$ cat src/arp_cache_resolver_responder_top_macros.svh
// assertion macros for the arp resolver
`ifndef ARP_CACHE_RESOLVER_RESPONDER_TOP_MACROS_SVH
`define ARP_CACHE_RESOLVER_RESPONDER_TOP_MACROS_SVH

`ifndef SYNTHESIS
// property that must hold at every clock edge out of reset
`define ARPCR_ASSERT(lbl, clk, rstn, prop) \
  lbl: assert property (@(posedge clk) disable iff (!(rstn)) (prop)) \
    else $error("arpcr: invariant violated");
// property that relates one edge to the next
`define ARPCR_ASSERT_SEQ(lbl, clk, rstn, ante, cons) \
  lbl: assert property (@(posedge clk) disable iff (!(rstn)) (ante) |=> (cons)) \
    else $error("arpcr: sequence violated");
`else
`define ARPCR_ASSERT(lbl, clk, rstn, prop)
`define ARPCR_ASSERT_SEQ(lbl, clk, rstn, ante, cons)
`endif

`endif

$ cat src/arpcr_pkg.sv
`timescale 1ns / 1ps
package arpcr_pkg;

  // command codes of an input transaction
  localparam logic [1:0] CMD_LOOKUP = 2'd0;
  localparam logic [1:0] CMD_FRAME  = 2'd1;
  localparam logic [1:0] CMD_TICK   = 2'd2;

  // result kinds
  localparam logic [1:0] KIND_RESOLVED = 2'd0;
  localparam logic [1:0] KIND_REQUEST  = 2'd1;
  localparam logic [1:0] KIND_TIMEOUT  = 2'd2;
  localparam logic [1:0] KIND_REPLY    = 2'd3;

  // arp opcodes
  localparam logic [15:0] OP_REQUEST = 16'h0001;
  localparam logic [15:0] OP_REPLY   = 16'h0002;

  // configuration register indexes
  localparam logic [1:0] REG_OWN_IP     = 2'd0;
  localparam logic [1:0] REG_OWN_MAC    = 2'd1;
  localparam logic [1:0] REG_GATEWAY_IP = 2'd2;
  localparam logic [1:0] REG_WAIT_LIMIT = 2'd3;

  localparam logic [31:0] SUBNET_MASK   = 32'hffff_ff00;
  localparam logic [47:0] MAC_BCAST     = 48'hffff_ffff_ffff;
  localparam logic [16:0] TICKS_MAX     = 17'h1_ffff;
  localparam logic [15:0] WAIT_LIMIT_RST = 16'd100;

  typedef struct packed {
    logic [1:0]  command;
    logic [31:0] lookup_ip;
    logic [47:0] frame_dest_mac;
    logic [47:0] frame_src_mac;
    logic [15:0] arp_opcode;
    logic [31:0] arp_sender_ip;
    logic [31:0] arp_target_ip;
  } in_t;

  typedef struct packed {
    logic [1:0]  result_kind;
    logic [47:0] mac;
    logic [31:0] ip;
  } out_t;

endpackage

$ cat src/arp_cache_resolver_responder_top.sv
`timescale 1ns / 1ps
// ARP resolver and responder with an append-only IPv4-to-MAC table.
// Input channel (in_valid_i/in_ready_o, in_data_i) carries lookups, received
// ARP frames and timer ticks; output channel (out_valid_o/out_ready_i,
// out_data_o) carries zero or one result per input transaction.
// Configuration is written through cfg_we_i/cfg_addr_i/cfg_wdata_i with no
// wait; write it only while the block is idle.
// Ticks and frames complete in the cycle they are accepted; their result
// sits in the output register in the next cycle. A lookup with an empty
// table answers the same way. Otherwise the lookup scans the filled entries
// through the table memory, one compare per cycle behind one registered read;
// a hit ends the scan at the matching entry, a miss after the last filled
// entry. The block takes one transaction at a time and is not ready during
// a scan.
// Reset clears the fill count, the wait state and the output valid flag;
// the table contents stay undefined but only filled entries are ever compared.
// When the receiver stalls, the result holds in the output register and no
// new input transaction is accepted until it has been taken.
`include "arp_cache_resolver_responder_top_macros.svh"

module arp_cache_resolver_responder_top #(
  parameter int TABLE_DEPTH = 16
) (
  input  logic            clk_i,
  input  logic            rst_ni,
  input  logic            in_valid_i,
  output logic            in_ready_o,
  input  arpcr_pkg::in_t  in_data_i,
  output logic            out_valid_o,
  input  logic            out_ready_i,
  output arpcr_pkg::out_t out_data_o,
  input  logic            cfg_we_i,
  input  logic [1:0]      cfg_addr_i,
  input  logic [47:0]     cfg_wdata_i
);

  localparam int CNT_W = $clog2(TABLE_DEPTH + 1);
  localparam int IDX_W = (TABLE_DEPTH > 1) ? $clog2(TABLE_DEPTH) : 1;
  localparam logic [CNT_W-1:0] DEPTH_C = CNT_W'(TABLE_DEPTH);

  localparam logic ST_IDLE = 1'b0;
  localparam logic ST_SCAN = 1'b1;

  typedef struct packed {
    logic [31:0] ip;
    logic [47:0] mac;
  } entry_t;

  // configuration registers
  logic [31:0] own_ip_q;
  logic [47:0] own_mac_q;
  logic [31:0] gateway_ip_q;
  logic [15:0] wait_limit_q;

  always_ff @(posedge clk_i or negedge rst_ni) begin
    if (!rst_ni) begin
      own_ip_q     <= '0;
      own_mac_q    <= '0;
      gateway_ip_q <= '0;
      wait_limit_q <= arpcr_pkg::WAIT_LIMIT_RST;
    end else if (cfg_we_i) begin
      case (cfg_addr_i)
        arpcr_pkg::REG_OWN_IP:     own_ip_q     <= cfg_wdata_i[31:0];
        arpcr_pkg::REG_OWN_MAC:    own_mac_q    <= cfg_wdata_i;
        arpcr_pkg::REG_GATEWAY_IP: gateway_ip_q <= cfg_wdata_i[31:0];
        arpcr_pkg::REG_WAIT_LIMIT: wait_limit_q <= cfg_wdata_i[15:0];
        default: ;
      endcase
    end
  end

  // control and wait state
  logic             state_q, state_d;
  logic [CNT_W-1:0] fill_q, fill_d;
  logic [CNT_W-1:0] idx_q, idx_d;
  logic             rd_vld_q, rd_vld_d;
  logic             rd_last_q, rd_last_d;
  logic             waiting_q, waiting_d;
  logic [16:0]      ticks_q, ticks_d;
  logic [31:0]      pending_ip_q, pending_ip_d;
  logic [31:0]      dst_q, dst_d;
  logic             out_valid_q, out_valid_d;
  arpcr_pkg::out_t  out_q, out_d;

  // table memory
  entry_t           mem_q [TABLE_DEPTH];
  entry_t           rd_q;
  logic             mem_we;
  entry_t           mem_wdata;

  logic             in_fire;
  logic             out_free;
  logic [31:0]      route_ip;
  logic [16:0]      ticks_inc;
  logic             issue;
  logic             hit;
  logic             miss;

  assign out_free   = !out_valid_q || out_ready_i;
  assign in_ready_o = (state_q == ST_IDLE) && out_free;
  assign in_fire    = in_valid_i && in_ready_o;

  // destination routing: off-subnet goes to the gateway
  assign route_ip = ((in_data_i.lookup_ip & arpcr_pkg::SUBNET_MASK) !=
                     (own_ip_q & arpcr_pkg::SUBNET_MASK)) ? gateway_ip_q
                                                          : in_data_i.lookup_ip;

  // saturating tick count
  assign ticks_inc = (ticks_q == arpcr_pkg::TICKS_MAX) ? ticks_q : ticks_q + 17'd1;

  // scan: one read issued and one compare per cycle
  assign issue = (state_q == ST_SCAN) && (idx_q < fill_q);
  assign hit   = rd_vld_q && (rd_q.ip == dst_q);
  assign miss  = rd_vld_q && rd_last_q && !hit;

  always_comb begin
    state_d      = state_q;
    fill_d       = fill_q;
    idx_d        = idx_q;
    rd_vld_d     = 1'b0;
    rd_last_d    = rd_last_q;
    waiting_d    = waiting_q;
    ticks_d      = ticks_q;
    pending_ip_d = pending_ip_q;
    dst_d        = dst_q;
    out_valid_d  = out_valid_q && !out_ready_i;
    out_d        = out_q;
    mem_we       = 1'b0;
    mem_wdata.ip  = in_data_i.arp_sender_ip;
    mem_wdata.mac = in_data_i.frame_src_mac;

    if (state_q == ST_SCAN) begin
      if (issue && !hit) begin
        idx_d     = CNT_W'(idx_q + 1'b1);
        rd_vld_d  = 1'b1;
        rd_last_d = (CNT_W'(idx_q + 1'b1) == fill_q);
      end
      if (hit) begin
        out_valid_d = 1'b1;
        out_d       = '{result_kind: arpcr_pkg::KIND_RESOLVED, mac: rd_q.mac, ip: dst_q};
        state_d     = ST_IDLE;
      end else if (miss) begin
        out_valid_d  = 1'b1;
        out_d        = '{result_kind: arpcr_pkg::KIND_REQUEST,
                         mac: arpcr_pkg::MAC_BCAST, ip: dst_q};
        waiting_d    = 1'b1;
        ticks_d      = '0;
        pending_ip_d = dst_q;
        state_d      = ST_IDLE;
      end
    end else if (in_fire) begin
      case (in_data_i.command)
        arpcr_pkg::CMD_LOOKUP: begin
          if (!waiting_q) begin
            dst_d = route_ip;
            if (fill_q == '0) begin
              out_valid_d  = 1'b1;
              out_d        = '{result_kind: arpcr_pkg::KIND_REQUEST,
                               mac: arpcr_pkg::MAC_BCAST, ip: route_ip};
              waiting_d    = 1'b1;
              ticks_d      = '0;
              pending_ip_d = route_ip;
            end else begin
              idx_d   = '0;
              state_d = ST_SCAN;
            end
          end
        end
        arpcr_pkg::CMD_TICK: begin
          if (waiting_q) begin
            ticks_d = ticks_inc;
            if (ticks_inc > {1'b0, wait_limit_q}) begin
              waiting_d   = 1'b0;
              out_valid_d = 1'b1;
              out_d       = '{result_kind: arpcr_pkg::KIND_TIMEOUT,
                              mac: arpcr_pkg::MAC_BCAST, ip: pending_ip_q};
            end
          end
        end
        arpcr_pkg::CMD_FRAME: begin
          if (in_data_i.frame_dest_mac == own_mac_q) begin
            if (in_data_i.arp_opcode == arpcr_pkg::OP_REPLY && fill_q < DEPTH_C) begin
              mem_we = 1'b1;
              fill_d = CNT_W'(fill_q + 1'b1);
              if (waiting_q) begin
                waiting_d   = 1'b0;
                out_valid_d = 1'b1;
                out_d       = '{result_kind: arpcr_pkg::KIND_RESOLVED,
                                mac: in_data_i.frame_src_mac, ip: pending_ip_q};
              end
            end
          end else if (in_data_i.frame_dest_mac == arpcr_pkg::MAC_BCAST &&
                       in_data_i.arp_opcode == arpcr_pkg::OP_REQUEST &&
                       in_data_i.arp_target_ip == own_ip_q) begin
            out_valid_d = 1'b1;
            out_d       = '{result_kind: arpcr_pkg::KIND_REPLY,
                            mac: in_data_i.frame_src_mac, ip: in_data_i.arp_sender_ip};
          end
        end
        default: ;
      endcase
    end
  end

  always_ff @(posedge clk_i or negedge rst_ni) begin
    if (!rst_ni) begin
      state_q      <= ST_IDLE;
      fill_q       <= '0;
      idx_q        <= '0;
      rd_vld_q     <= 1'b0;
      rd_last_q    <= 1'b0;
      waiting_q    <= 1'b0;
      ticks_q      <= '0;
      pending_ip_q <= '0;
      out_valid_q  <= 1'b0;
    end else begin
      state_q      <= state_d;
      fill_q       <= fill_d;
      idx_q        <= idx_d;
      rd_vld_q     <= rd_vld_d;
      rd_last_q    <= rd_last_d;
      waiting_q    <= waiting_d;
      ticks_q      <= ticks_d;
      pending_ip_q <= pending_ip_d;
      out_valid_q  <= out_valid_d;
    end
  end

  // payload registers
  always_ff @(posedge clk_i) begin
    dst_q <= dst_d;
    out_q <= out_d;
  end

  // table write at the fill position, registered read at the scan index
  always_ff @(posedge clk_i) begin
    if (mem_we) begin
      mem_q[fill_q[IDX_W-1:0]] <= mem_wdata;
    end
    rd_q <= mem_q[idx_q[IDX_W-1:0]];
  end

  assign out_valid_o = out_valid_q;
  assign out_data_o  = out_q;

  // checks
  `ARPCR_ASSERT(a_scan_out_empty, clk_i, rst_ni, (state_q == ST_SCAN) |-> !out_valid_q)
  `ARPCR_ASSERT(a_fill_bound, clk_i, rst_ni, fill_q <= DEPTH_C)
  `ARPCR_ASSERT(a_read_in_scan, clk_i, rst_ni, rd_vld_q |-> (state_q == ST_SCAN))
  `ARPCR_ASSERT(a_request_waits, clk_i, rst_ni,
    (out_valid_q && out_q.result_kind == arpcr_pkg::KIND_REQUEST) |-> waiting_q)
  `ARPCR_ASSERT_SEQ(a_scan_ends_with_result, clk_i, rst_ni,
    (state_q == ST_SCAN && (hit || miss)), (out_valid_q && state_q == ST_IDLE))

endmodule

$ cat config.mk
export PLATFORM = sky130hd
export DESIGN_NAME = arp_cache_resolver_responder_top
export DESIGN_NICKNAME = d
export VERILOG_FILES = /design/src/arpcr_pkg.sv /design/src/arp_cache_resolver_responder_top.sv
export VERILOG_INCLUDE_DIRS = /design/src /design/src/src
export SDC_FILE = /design/constraint.sdc
export NUM_CORES = 2
export LEC_CHECK = 0
export ABC_AREA = 1
export ABC_CLOCK_PERIOD_IN_PS = 6700
export BUFFER_PORTS_ARGS = -buffer_cell sky130_fd_sc_hd__buf_2
export CAP_MARGIN = 10
export CORE_AREA = 2 2 373 375
export CTS_CLUSTER_SIZE = 25
export DETAILED_ROUTE_END_ITERATION = 10
export DIE_AREA = 0 0 375 377
export MAX_ROUTING_LAYER = met4
export PLACE_DENSITY = 0.7
export SLEW_MARGIN = 5
export SYNTH_ARGS = -nofsm -noshare
export SYNTH_HDL_FRONTEND = slang
export SYNTH_SLANG_ARGS = --single-unit
export TNS_END_PERCENT = 1
$ cat constraint.sdc
create_clock -name clk_i -period 6.7 [get_ports clk_i]
set_input_delay 1.34 -clock clk_i [delete_from_list [all_inputs] [get_ports clk_i]]
set_output_delay 1.34 -clock clk_i [all_outputs]
set_load 0.02 [all_outputs]
==> results.py <==
metrics = {
    "placed_design": {
        "dpl_cell_area_um2": 71740,
        "dp_slack_ns": 1.772,
        "hpwl_um": 101800,
        "port_buffers": 348,
        "gp_congestion": 0.9010,
        "place_inst": 7307,
    },
    "clock_network": {
        "hold_buffers": 0,
        "cts_root_buf": "clkbuf_16",
        "clkSlewWorstSetupHoldPaths_ns": 0.06,
        "cts.sinks": 1666,
        "cts_max_level": 4,
        "post-cts-setup-buffers": 0,
        "cts_buffers": 167,
        "cts_tree": "yes",
        "ctsResizeCount": 0,
        "cts_max_path_buffers": 3,
        "worstSkewPairLatency_ns": 0.81,
    },
    "global_routing": {
        "antenna_found_initial": 29,
        "track_usage_pct": 25.18,
        "grt_pass1_wl_um": 263100,
        "grt_max_degree": 253,
        "grt-ovfl-total": 0,
        "grt_pass1_vias": 42650,
    },
    "critical_path": {
        "cp-start-kind": "primary input",
        "regToRegStartpoint": "ticks_q[1]$_DFFE_PN0P_",
        "r2r-end": "out_data_o[67]$_DFFE_PP_",
        "max_stage_delay_ns": 0.89,
        "crit_chain": "buf_2 > inv_1 > nand2_1 > nand2_1 > nor2_1 > nand2_1 > inv_1 > nand2_1 > nor2_1 > nand3_2 > nor2_1 > nand2_1 > inv_1 > nand2_1 > nor2_4 > buf_12",
        "crit_path_start": "in_data_i[139]",
        "worstSetupPathType": "in2reg",
        "ff2ff_setup_slack_ns": 2.69,
        "cp_common_cell": "nand2_1",
        "critical-path-slowest-cell": "nor2_4",
        "crit_required_ns": 7.16,
        "arrival_ns": 4.55,
        "end_kind": "register",
        "crit_fanout": 43,
        "endpoint": "mem_q[8][42]$_DFFE_PP_",
        "r2r_cells": 22,
    },
    "synth": {
        "synth_cell_types": 50,
        "async_flop_share_pct": 11.52,
        "ys_warn_count": 0,
        "syn-cell-area_um2": 68310,
        "seq_area_frac_synth_pct": 70.66,
        "ys.flop_type": "edfxtp_1",
        "synth_nets": 5720,
        "synth_top_area_cell": "edfxtp_1",
        "synthTopCellsByCount": "edfxtp_1 (1394), nand2_1 (733), nor2_1 (701), o21ai_0 (462), inv_1 (250)",
        "syn_area_per_cell_um2": 12.59,
        "synth_top_area_share_pct": 61.28,
        "syn_inst": 5424,
        "synth.most_common_cell": "edfxtp_1",
        "synth_area_leaders": "edfxtp_1 (61%), dfrtp_1 (6.9%), nand2_1 (4.0%)",
        "ys_ff_latch": 1666,
        "synth_edf_count": 1394,
    },
    "layout": {
        "drive_above_1_share_pct": 13.16,
        "syn_to_final_growth_pct": 13.25,
        "fin_cells": 7652,
        "layout.nets": 5979,
        "fill_cells": 11020,
        "fin_util_pct": 56.48,
        "finalInstanceArea_um2": 77370,
    },
    "timing": {
        "hold_viol": 0,
        "drv_slew": 0,
        "fin_crit_ns": 4.091,
        "clock.fmax_ghz": 0.2444,
        "fin_tns_setup_ns": 0,
        "finClkSkew_ns": 0.03855,
        "maxSlewHeadroom_pct": 12.50,
        "finalHoldWorstSlack_ns": 0.4728,
        "fin_ws_ns": 2.609,
        "tightest_slew_ns": 1.312,
        "rsz0062_at_grt": "no",
        "setup-violations-final": 0,
        "finalCritPeriodShare_pct": 61.06,
    },
    "drt": {
        "routed.top_layer": "met4",
        "first_pass_iters": 5,
        "drcViolationCount": 0,
        "wire_per_inst_um": 22.75,
        "wl_met2_um": 83470,
        "via_per_inst": 5.749,
        "met3_length_um": 13800,
        "routed-via-count": 43990,
        "postRouteAntennaNets": 0,
        "wirelength_um": 174100,
        "wl_met1_um": 73610,
        "drt-initial-drc-count": 5073,
    },
    "power_and_ir_drop": {
        "power_density_nw_per_um2": 279.1,
        "vdd_drop_max_v": 0.0002487,
        "power_mw": 21.59,
        "power_leakage_nw": 29.96,
    },
    "floorplanning": {
        "initial_core_util_pct": 49.87,
        "die_area_um2": 141400,
        "die_height_um": 377,
        "rows": 136,
        "io_pins": 349,
        "fp.dieW_um": 375,
        "coreArea_um2": 137000,
    },
    "flow_run": {
        "drv_cap": 0,
    },
    "hold_path": {
        "min_path_type": "reg2reg",
    },
    "status": {
        "status": "completed",
    },
}
worst max-delay path: cells and delay by family:
family	cells	cell delay (ns)
and+or+nand+nor	11	2.39
buffers and inverters	5	0.78
sequential cells by signal, indices dropped and copies added (netlist names):
name          cells
mem_q          1280
pending_ip_q     32
ticks_q          17
rd_last_q         1
rd_q             80
fill_q            5
gateway_ip_q     32
own_ip_q         32
own_mac_q        48
waiting_q         1
state_q           1
out_valid_o       1
idx_q             5
out_data_o       82
wait_limit_q     16
dst_q            32
rd_vld_q          1
area by class of cell:
class / count / area (um2) / share of cell area, %
Tap cell: 1794 / 2245 / 2.901
Antenna cell: 29 / 72.57 / 0.09380
Clock inverter: 93 / 983.4 / 1.271
Timing Repair Buffer: 413 / 2426 / 3.136
Clock buffer: 222 / 4549 / 5.880
Sequential cell: 1666 / 48290 / 62.41
Inverter: 254 / 965.9 / 1.249
Multi-Input combinational cell: 3181 / 17840 / 23.06
worst min-delay path by stage:
stage,startpoint,end,slack [ns],cells past startpoint
5_1_grt,pending_ip_q[26]$_DFFE_PN0P_,pending_ip_q[26]$_DFFE_PN0P_,0.49,2
4_1_cts,pending_ip_q[24]$_DFFE_PN0P_,pending_ip_q[24]$_DFFE_PN0P_,0.47,2
6_report,pending_ip_q[22]$_DFFE_PN0P_,pending_ip_q[22]$_DFFE_PN0P_,0.47,2
2_1_floorplan,pending_ip_q[0]$_DFFE_PN0P_,pending_ip_q[0]$_DFFE_PN0P_,0.44,2
3_5_place_dp,pending_ip_q[24]$_DFFE_PN0P_,pending_ip_q[24]$_DFFE_PN0P_,0.46,2
3_3_place_gp,pending_ip_q[8]$_DFFE_PN0P_,pending_ip_q[8]$_DFFE_PN0P_,0.45,2
cells by family after synthesis:
kind of cell | after synthesis | share of synthesized area [%]
xor gates and xnor gates | 119 | 1.526
muxes | 252 | 3.718
buffers and inverters | 577 | 3.471
and+or+nand+nor | 1753 | 10.55
DFF | 1666 | 70.66
AOI/OAI and AO/OA | 1026 | 9.508
adders and majority gates | 31 | 0.5678
cell usage in the layout, fill, tap and decap left out, types with 170 or more instances in the layout:
cell / count
edfxtp_1: 1394
nand2_1: 733
nor2_1: 683
o21ai_0: 462
buf_2: 347
inv_1: 249
o221ai_1: 239
mux2i_1: 238
nand3_1: 190
dfrtp_1: 185
clkbuf_16: 170
metal layers:
metal  vias up  track usage, %
li1      20270               -
met1     21780           33.33
met2      1711           39.93
met3       229           5.383
met4         0           6.201
met5         -               -
where the power goes:
group | internal, mW | switching, mW
sequential | 11.4 | 0.112
clock | 5.40 | 4.00
combinational | 0.254 | 0.474
Power figures use the tool's default switching activity.
